--- config.mk ---
export PLATFORM = sky130hd
export DESIGN_NAME = bounded_deque_with_sort
export DESIGN_NICKNAME = d
export VERILOG_FILES = /design/src/design/bdq_pkg.sv /design/src/design/bdq_store.sv /design/src/design/bounded_deque_with_sort.sv
export SDC_FILE = /design/constraint.sdc
export NUM_CORES = 1
export LEC_CHECK = 0
export ABC_AREA = 1
export BUFFER_PORTS_ARGS = -buffer_cell sky130_fd_sc_hd__buf_2
export CORE_MARGIN = 2
export CORE_UTILIZATION = 50
export DETAILED_ROUTE_END_ITERATION = 16
export PLACE_DENSITY = 0.68
export SYNTH_ARGS = -nofsm -noshare
export SYNTH_HDL_FRONTEND = slang
export SYNTH_SLANG_ARGS = --single-unit
--- constraint.sdc ---
create_clock -name clk -period 11.8 [get_ports clk]
set_clock_uncertainty 0.1 [all_clocks]
set_input_delay 1.18 -clock clk [delete_from_list [all_inputs] [get_ports clk]]
set_output_delay 1.18 -clock clk [all_outputs]
set_load 0.01 [all_outputs]
--- src/design/bdq_pkg.sv ---
// Shared constants, types and ring-index helpers for the bounded deque.
package bdq_pkg;

  // Ring size and the widths that follow from it.
  localparam int DEPTH  = 16;
  localparam int PTR_W  = (DEPTH > 1) ? $clog2(DEPTH) : 1;
  localparam int CNT_W  = $clog2(DEPTH + 1);
  localparam int WORD_W = 32;
  localparam int REQ_W  = 3;
  localparam int POS_W  = 4;

  // Request codes.
  localparam logic [REQ_W-1:0] REQ_PUSH_BACK  = 3'd0;
  localparam logic [REQ_W-1:0] REQ_PUSH_FRONT = 3'd1;
  localparam logic [REQ_W-1:0] REQ_POP_BACK   = 3'd2;
  localparam logic [REQ_W-1:0] REQ_POP_FRONT  = 3'd3;
  localparam logic [REQ_W-1:0] REQ_READ       = 3'd4;
  localparam logic [REQ_W-1:0] REQ_SORT       = 3'd5;

  // Controller states.
  typedef enum logic [2:0] {
    ST_IDLE,
    ST_RD_WAIT,
    ST_SORT_FIRST,
    ST_SORT_RUN,
    ST_SORT_TAIL
  } state_t;

  // Write request into the word store.
  typedef struct packed {
    logic                     en;
    logic [PTR_W-1:0]         addr;
    logic signed [WORD_W-1:0] data;
  } mem_wr_t;

  // Physical slot of the word at index idx from the front.
  function automatic logic [PTR_W-1:0] slot_of(input logic [PTR_W-1:0] head,
                                               input logic [PTR_W-1:0] idx);
    logic [PTR_W:0] sum;
    sum = {1'b0, head} + {1'b0, idx};
    if (sum >= (PTR_W+1)'(DEPTH)) begin
      sum = sum - (PTR_W+1)'(DEPTH);
    end
    return sum[PTR_W-1:0];
  endfunction

  // Ring step forward.
  function automatic logic [PTR_W-1:0] ring_inc(input logic [PTR_W-1:0] p);
    return (p == PTR_W'(DEPTH - 1)) ? '0 : p + PTR_W'(1);
  endfunction

  // Ring step backward.
  function automatic logic [PTR_W-1:0] ring_dec(input logic [PTR_W-1:0] p);
    return (p == '0) ? PTR_W'(DEPTH - 1) : p - PTR_W'(1);
  endfunction

endpackage

--- src/design/bdq_store.sv ---
// Word store of the deque: one write port and one registered read port.
module bdq_store (
  input  logic                              clk,
  input  bdq_pkg::mem_wr_t                  wr,
  input  logic                              rd_en,
  input  logic [bdq_pkg::PTR_W-1:0]         rd_addr,
  output logic signed [bdq_pkg::WORD_W-1:0] rd_data
);
  import bdq_pkg::*;

  logic signed [WORD_W-1:0] mem [DEPTH];
  logic signed [WORD_W-1:0] rd_data_r;

  // Write port.
  always_ff @(posedge clk) begin
    if (wr.en) begin
      mem[wr.addr] <= wr.data;
    end
  end

  // Registered read port.
  always_ff @(posedge clk) begin
    if (rd_en) begin
      rd_data_r <= mem[rd_addr];
    end
  end

  assign rd_data = rd_data_r;

endmodule

--- src/design/bounded_deque_with_sort.sv ---
// Top level of the bounded deque: request controller, pointers and result register.
//
// Requests enter on the in_ channel (in_valid / in_stall) and each one yields
// exactly one result word on the out_ channel (out_valid / out_stall): the ok
// flag, the read word and the count after the request.
// Pushes, pops and failing requests finish in the cycle they are accepted; the
// result is visible on the next cycle. A read goes through the store's
// registered read port and then the result register. A sort runs bubble passes
// over the store, one compare per cycle through the single read and write port,
// and up to count passes run.
// Sorting zero or one word finishes at once.
// One request is in flight at a time; a new one is accepted as soon as the
// controller is idle and the result register is empty or being drained, so
// simple requests run back to back at one per cycle while the receiver keeps up.
// Reset clears the head pointer, the count and all control state; the word
// store is not cleared and needs no clearing pass. When the receiver stalls,
// the result word holds and in_stall rises until it has been taken.
module bounded_deque_with_sort (
  input  logic                              clk,
  input  logic                              rst_n,
  input  logic                              in_valid,
  output logic                              in_stall,
  input  logic [bdq_pkg::REQ_W-1:0]         in_req_type,
  input  logic signed [bdq_pkg::WORD_W-1:0] in_push_value,
  input  logic [bdq_pkg::POS_W-1:0]         in_position,
  output logic                              out_valid,
  input  logic                              out_stall,
  output logic                              out_ok,
  output logic signed [bdq_pkg::WORD_W-1:0] out_read_data,
  output logic [bdq_pkg::CNT_W-1:0]         out_count
);
  import bdq_pkg::*;

  state_t                   state_r, state_nxt;
  logic [PTR_W-1:0]         head_r, head_nxt;
  logic [CNT_W-1:0]         fill_r, fill_nxt;
  logic [PTR_W-1:0]         idx_r, idx_nxt;
  logic signed [WORD_W-1:0] cur_r, cur_nxt;
  logic                     swapped_r, swapped_nxt;

  logic                     out_valid_r;
  logic                     out_ok_r;
  logic signed [WORD_W-1:0] out_read_data_r;
  logic [CNT_W-1:0]         out_count_r;

  logic                     out_load;
  logic                     res_ok;
  logic signed [WORD_W-1:0] res_data;

  mem_wr_t                  wr;
  logic                     rd_en;
  logic [PTR_W-1:0]         rd_addr;
  logic signed [WORD_W-1:0] rd_data;

  logic                     out_free;
  logic                     in_acc;
  logic                     not_full;
  logic                     not_empty;
  logic [PTR_W-1:0]         last_idx;

  bdq_store u_store (
    .clk     (clk),
    .wr      (wr),
    .rd_en   (rd_en),
    .rd_addr (rd_addr),
    .rd_data (rd_data)
  );

  // Handshake on the request side.
  assign out_free  = !out_valid_r || !out_stall;
  assign in_stall  = !((state_r == ST_IDLE) && out_free);
  assign in_acc    = in_valid && !in_stall;
  assign not_full  = (fill_r < CNT_W'(DEPTH));
  assign not_empty = (fill_r != '0);
  assign last_idx  = PTR_W'(fill_r - CNT_W'(1));

  // Next state, store accesses and result selection.
  always_comb begin
    state_nxt   = state_r;
    head_nxt    = head_r;
    fill_nxt    = fill_r;
    idx_nxt     = idx_r;
    cur_nxt     = cur_r;
    swapped_nxt = swapped_r;
    wr          = '0;
    rd_en       = 1'b0;
    rd_addr     = '0;
    out_load    = 1'b0;
    res_ok      = 1'b0;
    res_data    = '0;

    case (state_r)
      ST_IDLE: begin
        if (in_acc) begin
          case (in_req_type)
            REQ_PUSH_BACK: begin
              out_load = 1'b1;
              if (not_full) begin
                wr.en    = 1'b1;
                wr.addr  = slot_of(head_r, PTR_W'(fill_r));
                wr.data  = in_push_value;
                fill_nxt = fill_r + CNT_W'(1);
                res_ok   = 1'b1;
              end
            end
            REQ_PUSH_FRONT: begin
              out_load = 1'b1;
              if (not_full) begin
                head_nxt = ring_dec(head_r);
                wr.en    = 1'b1;
                wr.addr  = ring_dec(head_r);
                wr.data  = in_push_value;
                fill_nxt = fill_r + CNT_W'(1);
                res_ok   = 1'b1;
              end
            end
            REQ_POP_BACK: begin
              out_load = 1'b1;
              if (not_empty) begin
                fill_nxt = fill_r - CNT_W'(1);
                res_ok   = 1'b1;
              end
            end
            REQ_POP_FRONT: begin
              out_load = 1'b1;
              if (not_empty) begin
                head_nxt = ring_inc(head_r);
                fill_nxt = fill_r - CNT_W'(1);
                res_ok   = 1'b1;
              end
            end
            REQ_READ: begin
              if (CNT_W'(in_position) < fill_r) begin
                rd_en     = 1'b1;
                rd_addr   = slot_of(head_r, PTR_W'(in_position));
                state_nxt = ST_RD_WAIT;
              end else begin
                out_load = 1'b1;
              end
            end
            REQ_SORT: begin
              if (fill_r > CNT_W'(1)) begin
                rd_en     = 1'b1;
                rd_addr   = head_r;
                state_nxt = ST_SORT_FIRST;
              end else begin
                out_load = 1'b1;
                res_ok   = 1'b1;
              end
            end
            default: begin
              out_load = 1'b1;
            end
          endcase
        end
      end

      // Read data arrives from the store.
      ST_RD_WAIT: begin
        out_load  = 1'b1;
        res_ok    = 1'b1;
        res_data  = rd_data;
        state_nxt = ST_IDLE;
      end

      // First word of a pass becomes the running maximum.
      ST_SORT_FIRST: begin
        cur_nxt     = rd_data;
        swapped_nxt = 1'b0;
        idx_nxt     = PTR_W'(1);
        rd_en       = 1'b1;
        rd_addr     = slot_of(head_r, PTR_W'(1));
        state_nxt   = ST_SORT_RUN;
      end

      // Compare the running maximum with the next word and settle one slot.
      ST_SORT_RUN: begin
        wr.en   = 1'b1;
        wr.addr = slot_of(head_r, idx_r - PTR_W'(1));
        if (cur_r > rd_data) begin
          wr.data     = rd_data;
          swapped_nxt = 1'b1;
        end else begin
          wr.data = cur_r;
          cur_nxt = rd_data;
        end
        if (idx_r == last_idx) begin
          state_nxt = ST_SORT_TAIL;
        end else begin
          idx_nxt = idx_r + PTR_W'(1);
          rd_en   = 1'b1;
          rd_addr = slot_of(head_r, idx_r + PTR_W'(1));
        end
      end

      // Write the pass maximum to the back; run another pass if anything moved.
      ST_SORT_TAIL: begin
        wr.en   = 1'b1;
        wr.addr = slot_of(head_r, last_idx);
        wr.data = cur_r;
        if (swapped_r) begin
          rd_en     = 1'b1;
          rd_addr   = head_r;
          state_nxt = ST_SORT_FIRST;
        end else begin
          out_load  = 1'b1;
          res_ok    = 1'b1;
          state_nxt = ST_IDLE;
        end
      end

      default: begin
        state_nxt = ST_IDLE;
      end
    endcase
  end

  // Control registers.
  always_ff @(posedge clk) begin
    if (!rst_n) begin
      state_r   <= ST_IDLE;
      head_r    <= '0;
      fill_r    <= '0;
      swapped_r <= 1'b0;
      idx_r     <= '0;
    end else begin
      state_r   <= state_nxt;
      head_r    <= head_nxt;
      fill_r    <= fill_nxt;
      swapped_r <= swapped_nxt;
      idx_r     <= idx_nxt;
    end
  end

  // Running maximum of a sort pass.
  always_ff @(posedge clk) begin
    cur_r <= cur_nxt;
  end

  // Result register toward the out_ channel.
  always_ff @(posedge clk) begin
    if (!rst_n) begin
      out_valid_r <= 1'b0;
    end else if (out_load) begin
      out_valid_r <= 1'b1;
    end else if (!out_stall) begin
      out_valid_r <= 1'b0;
    end
  end

  always_ff @(posedge clk) begin
    if (out_load) begin
      out_ok_r        <= res_ok;
      out_read_data_r <= res_data;
      out_count_r     <= fill_nxt;
    end
  end

  assign out_valid     = out_valid_r;
  assign out_ok        = out_ok_r;
  assign out_read_data = out_read_data_r;
  assign out_count     = out_count_r;

  // The count never exceeds the ring size.
  a_fill_bound: assert property (@(posedge clk) disable iff (!rst_n)
    fill_r <= CNT_W'(DEPTH))
    else $error("deque count exceeds ring size");

  // A new result is never loaded over one that the receiver has not taken.
  a_no_overwrite: assert property (@(posedge clk) disable iff (!rst_n)
    (out_valid_r && out_stall) |-> !out_load)
    else $error("result word overwritten while stalled");

  // While a read or a sort is in flight no result word is pending.
  a_busy_no_result: assert property (@(posedge clk) disable iff (!rst_n)
    (state_r != ST_IDLE) |-> !out_valid_r)
    else $error("result pending during a multi-cycle request");

  // A push into a ring with room grows the count by one.
  a_push_grows: assert property (@(posedge clk) disable iff (!rst_n)
    (in_acc && not_full &&
     (in_req_type == REQ_PUSH_BACK || in_req_type == REQ_PUSH_FRONT))
    |=> (fill_r == $past(fill_r) + CNT_W'(1)))
    else $error("push did not grow the count");

  // A sort leaves the count unchanged while its compare steps run.
  a_sort_keeps_fill: assert property (@(posedge clk) disable iff (!rst_n)
    (state_r == ST_SORT_RUN) |=> (fill_r == $past(fill_r)))
    else $error("count changed during a sort");

endmodule

==> run metrics <==
CP Class flip-flop to flip-flop; Critical Path Sink Type flip-flop; HPWL after DPL 43500 um; CTS Hold Buffers Added 0; Layout area overhead 9.49%; most frequent cells in the layout 634 x inv_1, 614 x edfxtp_1, 541 x nand2_1; layout cell share with drive strength beyond 1 8.93%; routability cong. 0.920; Synth Instances 3075; Antenna Cells 0; Pwr Density 140 nW/um2; CP startpoint kind flip-flop; vias 22491; Initial Utilization 50.6%; peak supply drop 0.112 mV; max_cap viols 0; largest net degree at the start of global routing 203; Rel. slew slack 21.2%; # IOs 83; crit path max fanout 92; Global Route Usage Sum 25.7%; H-tree levels 2; average wire per standard cell 20.8 um; Initial DRC Count 2506; Final nets 3175; LEAKAGE 14.5 nW; FILL cells 5002; post-route ant nets 0; Clock Latency Late Sink 0.64 ns; Hold Crit Class flip-flop to flip-flop; TritonCTS Buffers 61; CTS tree built; status complete, no violations; FF/Latch Area 18800 um2; post-route setup TNS 0 ns; drt drc 0; largest area contributor in the netlist edfxtp_1; setup violators final 0; Distinct cells, synth 42; vias in the first global route 21675; Core Region 60200 um2; final-report hold violation count 0; commonest non-fill, non-tap cell in the layout inv_1; Max Slew Vio Count 0; IO Port Bufs 82; CTS max path bufs 3; row count 90; Ys Warns 0; clock sink total 632; grt total ovfl 0; register area share after synthesis 61.7%; WL final 81300 um; Root Buffer clkbuf_16; RSZ-0062 raised after global routing false; Reg2Reg Setup Slack 6.71 ns; PostCTS Resize Cnt 0; crit share post-route 43.1%; Final Core Density 55.4%; fmax 0.197 GHz; post-synth top area share 60.5%; die area 62900 um2; first-pass GRT wire length 124000 um; Mapped Avg Cell Area 9.91 um2; Worst-Margin Slew 1.18 ns; Clk pin slew, worst setup/hold paths 0.06 ns; router iterations before antenna repair 5; DIE WIDTH 251 um; Syn Nets 3178; Post-CTS Setup Inserts 0; CP required 12.07 ns; Post-Syn Area 30500 um2; largest cells by area after synthesis edfxtp_1 61%, inv_1 7.8%, nand3_1 7.8%; multi-input logic area 8490 um2; Synth Register Bits 632; min Tclk post-route 5.09 ns; Crit path arrival time 5.36 ns; antenna violations before repair 0; DR vias/cell 5.76; Die Ht 251 um
[per-stage QoR]
stage	power (mW)	hold WS [ns]	std cells	cell area, um2	setup WS (ns)
5_1_grt	4.80	0.396	3905	33400	6.49
3_5_place_dp	2.78	0.364	3791	31400	6.44
6_report	4.67	0.372	3905	33400	6.71
4_1_cts	4.69	0.375	3905	33400	6.85
2_1_floorplan	2.70	0.350	3075	30500	6.63
3_3_place_gp	2.78	0.361	3791	31400	6.55
[final timing paths]
kind | startpoint | endpoint | cells past startpoint
setup / recovery | fill_r[0] | u_store.rd_data[3] | 16
hold / removal | u_store.rd_data[14] | cur_r[14] | 0
setup reg to reg | fill_r[0] | u_store.rd_data[3] | 16
hold reg to reg | u_store.rd_data[14] | cur_r[14] | 0
[synth_stat cells, drive strengths merged]
library cell  number
buf              143
nand2            548
nand4            280
nor4               2
edfxtp           614
nor3               7
o21a               4
mux2i              1
o31ai              1
clkbuf            38
nor2             115
inv              648
a22oi              1
nand3            478
o221ai             1
fa                 4
a21o               1
ha                56
dfxtp             18
o22ai              5
o21bai             1
xor2              13
a21oi             37
o211a              1
or2               16
o211ai             3
xnor2              7
o2111ai            1
o21ai             28
a211oi             3
[state kept, by name (all words and copies together) (netlist names)]
name / cells
head_r: 4
idx_r: 4
swapped_r: 1
cur_r: 32
out_count: 5
out_read_data: 32
state_r: 3
u_store.rd_data: 32
out_valid: 1
out_ok: 1
u_store.mem: 512
fill_r: 5
[routing by layer]
layer | vias to the layer above | part of all wire, % | global-route usage [%]
met1 | 10783 | 41 | 34.6
met3 | 192 | 10 | 4.29
met4 | 0 | 3.2 | 9.27
met2 | 1206 | 46 | 42.2
met5 | - | 0 | 0
li1 | 10310 | - | -
[power breakdown]
group          internal [mW]  switching, mW  total, mW
clock network           1.09          0.844       1.93
logic                 0.0709          0.162      0.233
registers               2.49         0.0191       2.51
[area by class of cell]
cell class | count | area share [%]
Clock buffer | 71 | 4.75
Clock inverter | 43 | 1.13
Inverter | 648 | 7.31
Multi-Input combinational cell | 1614 | 25.5
Sequential cell | 632 | 56.4
Tap cell | 782 | 2.93
Timing Repair Buffer | 115 | 2.05
[worst max-delay path: stages (launching register included)]
cell	delay [ns]
dfxtp_1	0.56
inv_2	0.17
ha_1	0.43
nand2_1	0.08
inv_1	0.06
nor2_1	0.04
nand2_1	0.06
nor2_1	0.06
nand3_2	0.12
nand3_4	0.59
nand3_4	0.92
buf_4	0.93
nand2_1	0.12
nand3_1	0.13
nand3_1	0.11
nand3_1	0.11
nand2_1	0.11
[kinds of logic after synthesis]
logic type,Yosys count,synth area share [%]
AO/OA/AOI/OAI,87,1.61
XOR/XNOR,20,0.575
adder cells (fa/ha/maj),60,2.56
buffers and inverters,829,11.0
flip-flops,632,61.7
multiplexers,1,0.0329
AND/OR/NAND/NOR,1446,22.5
No activity file was read; power rests on OpenSTA's default activity.
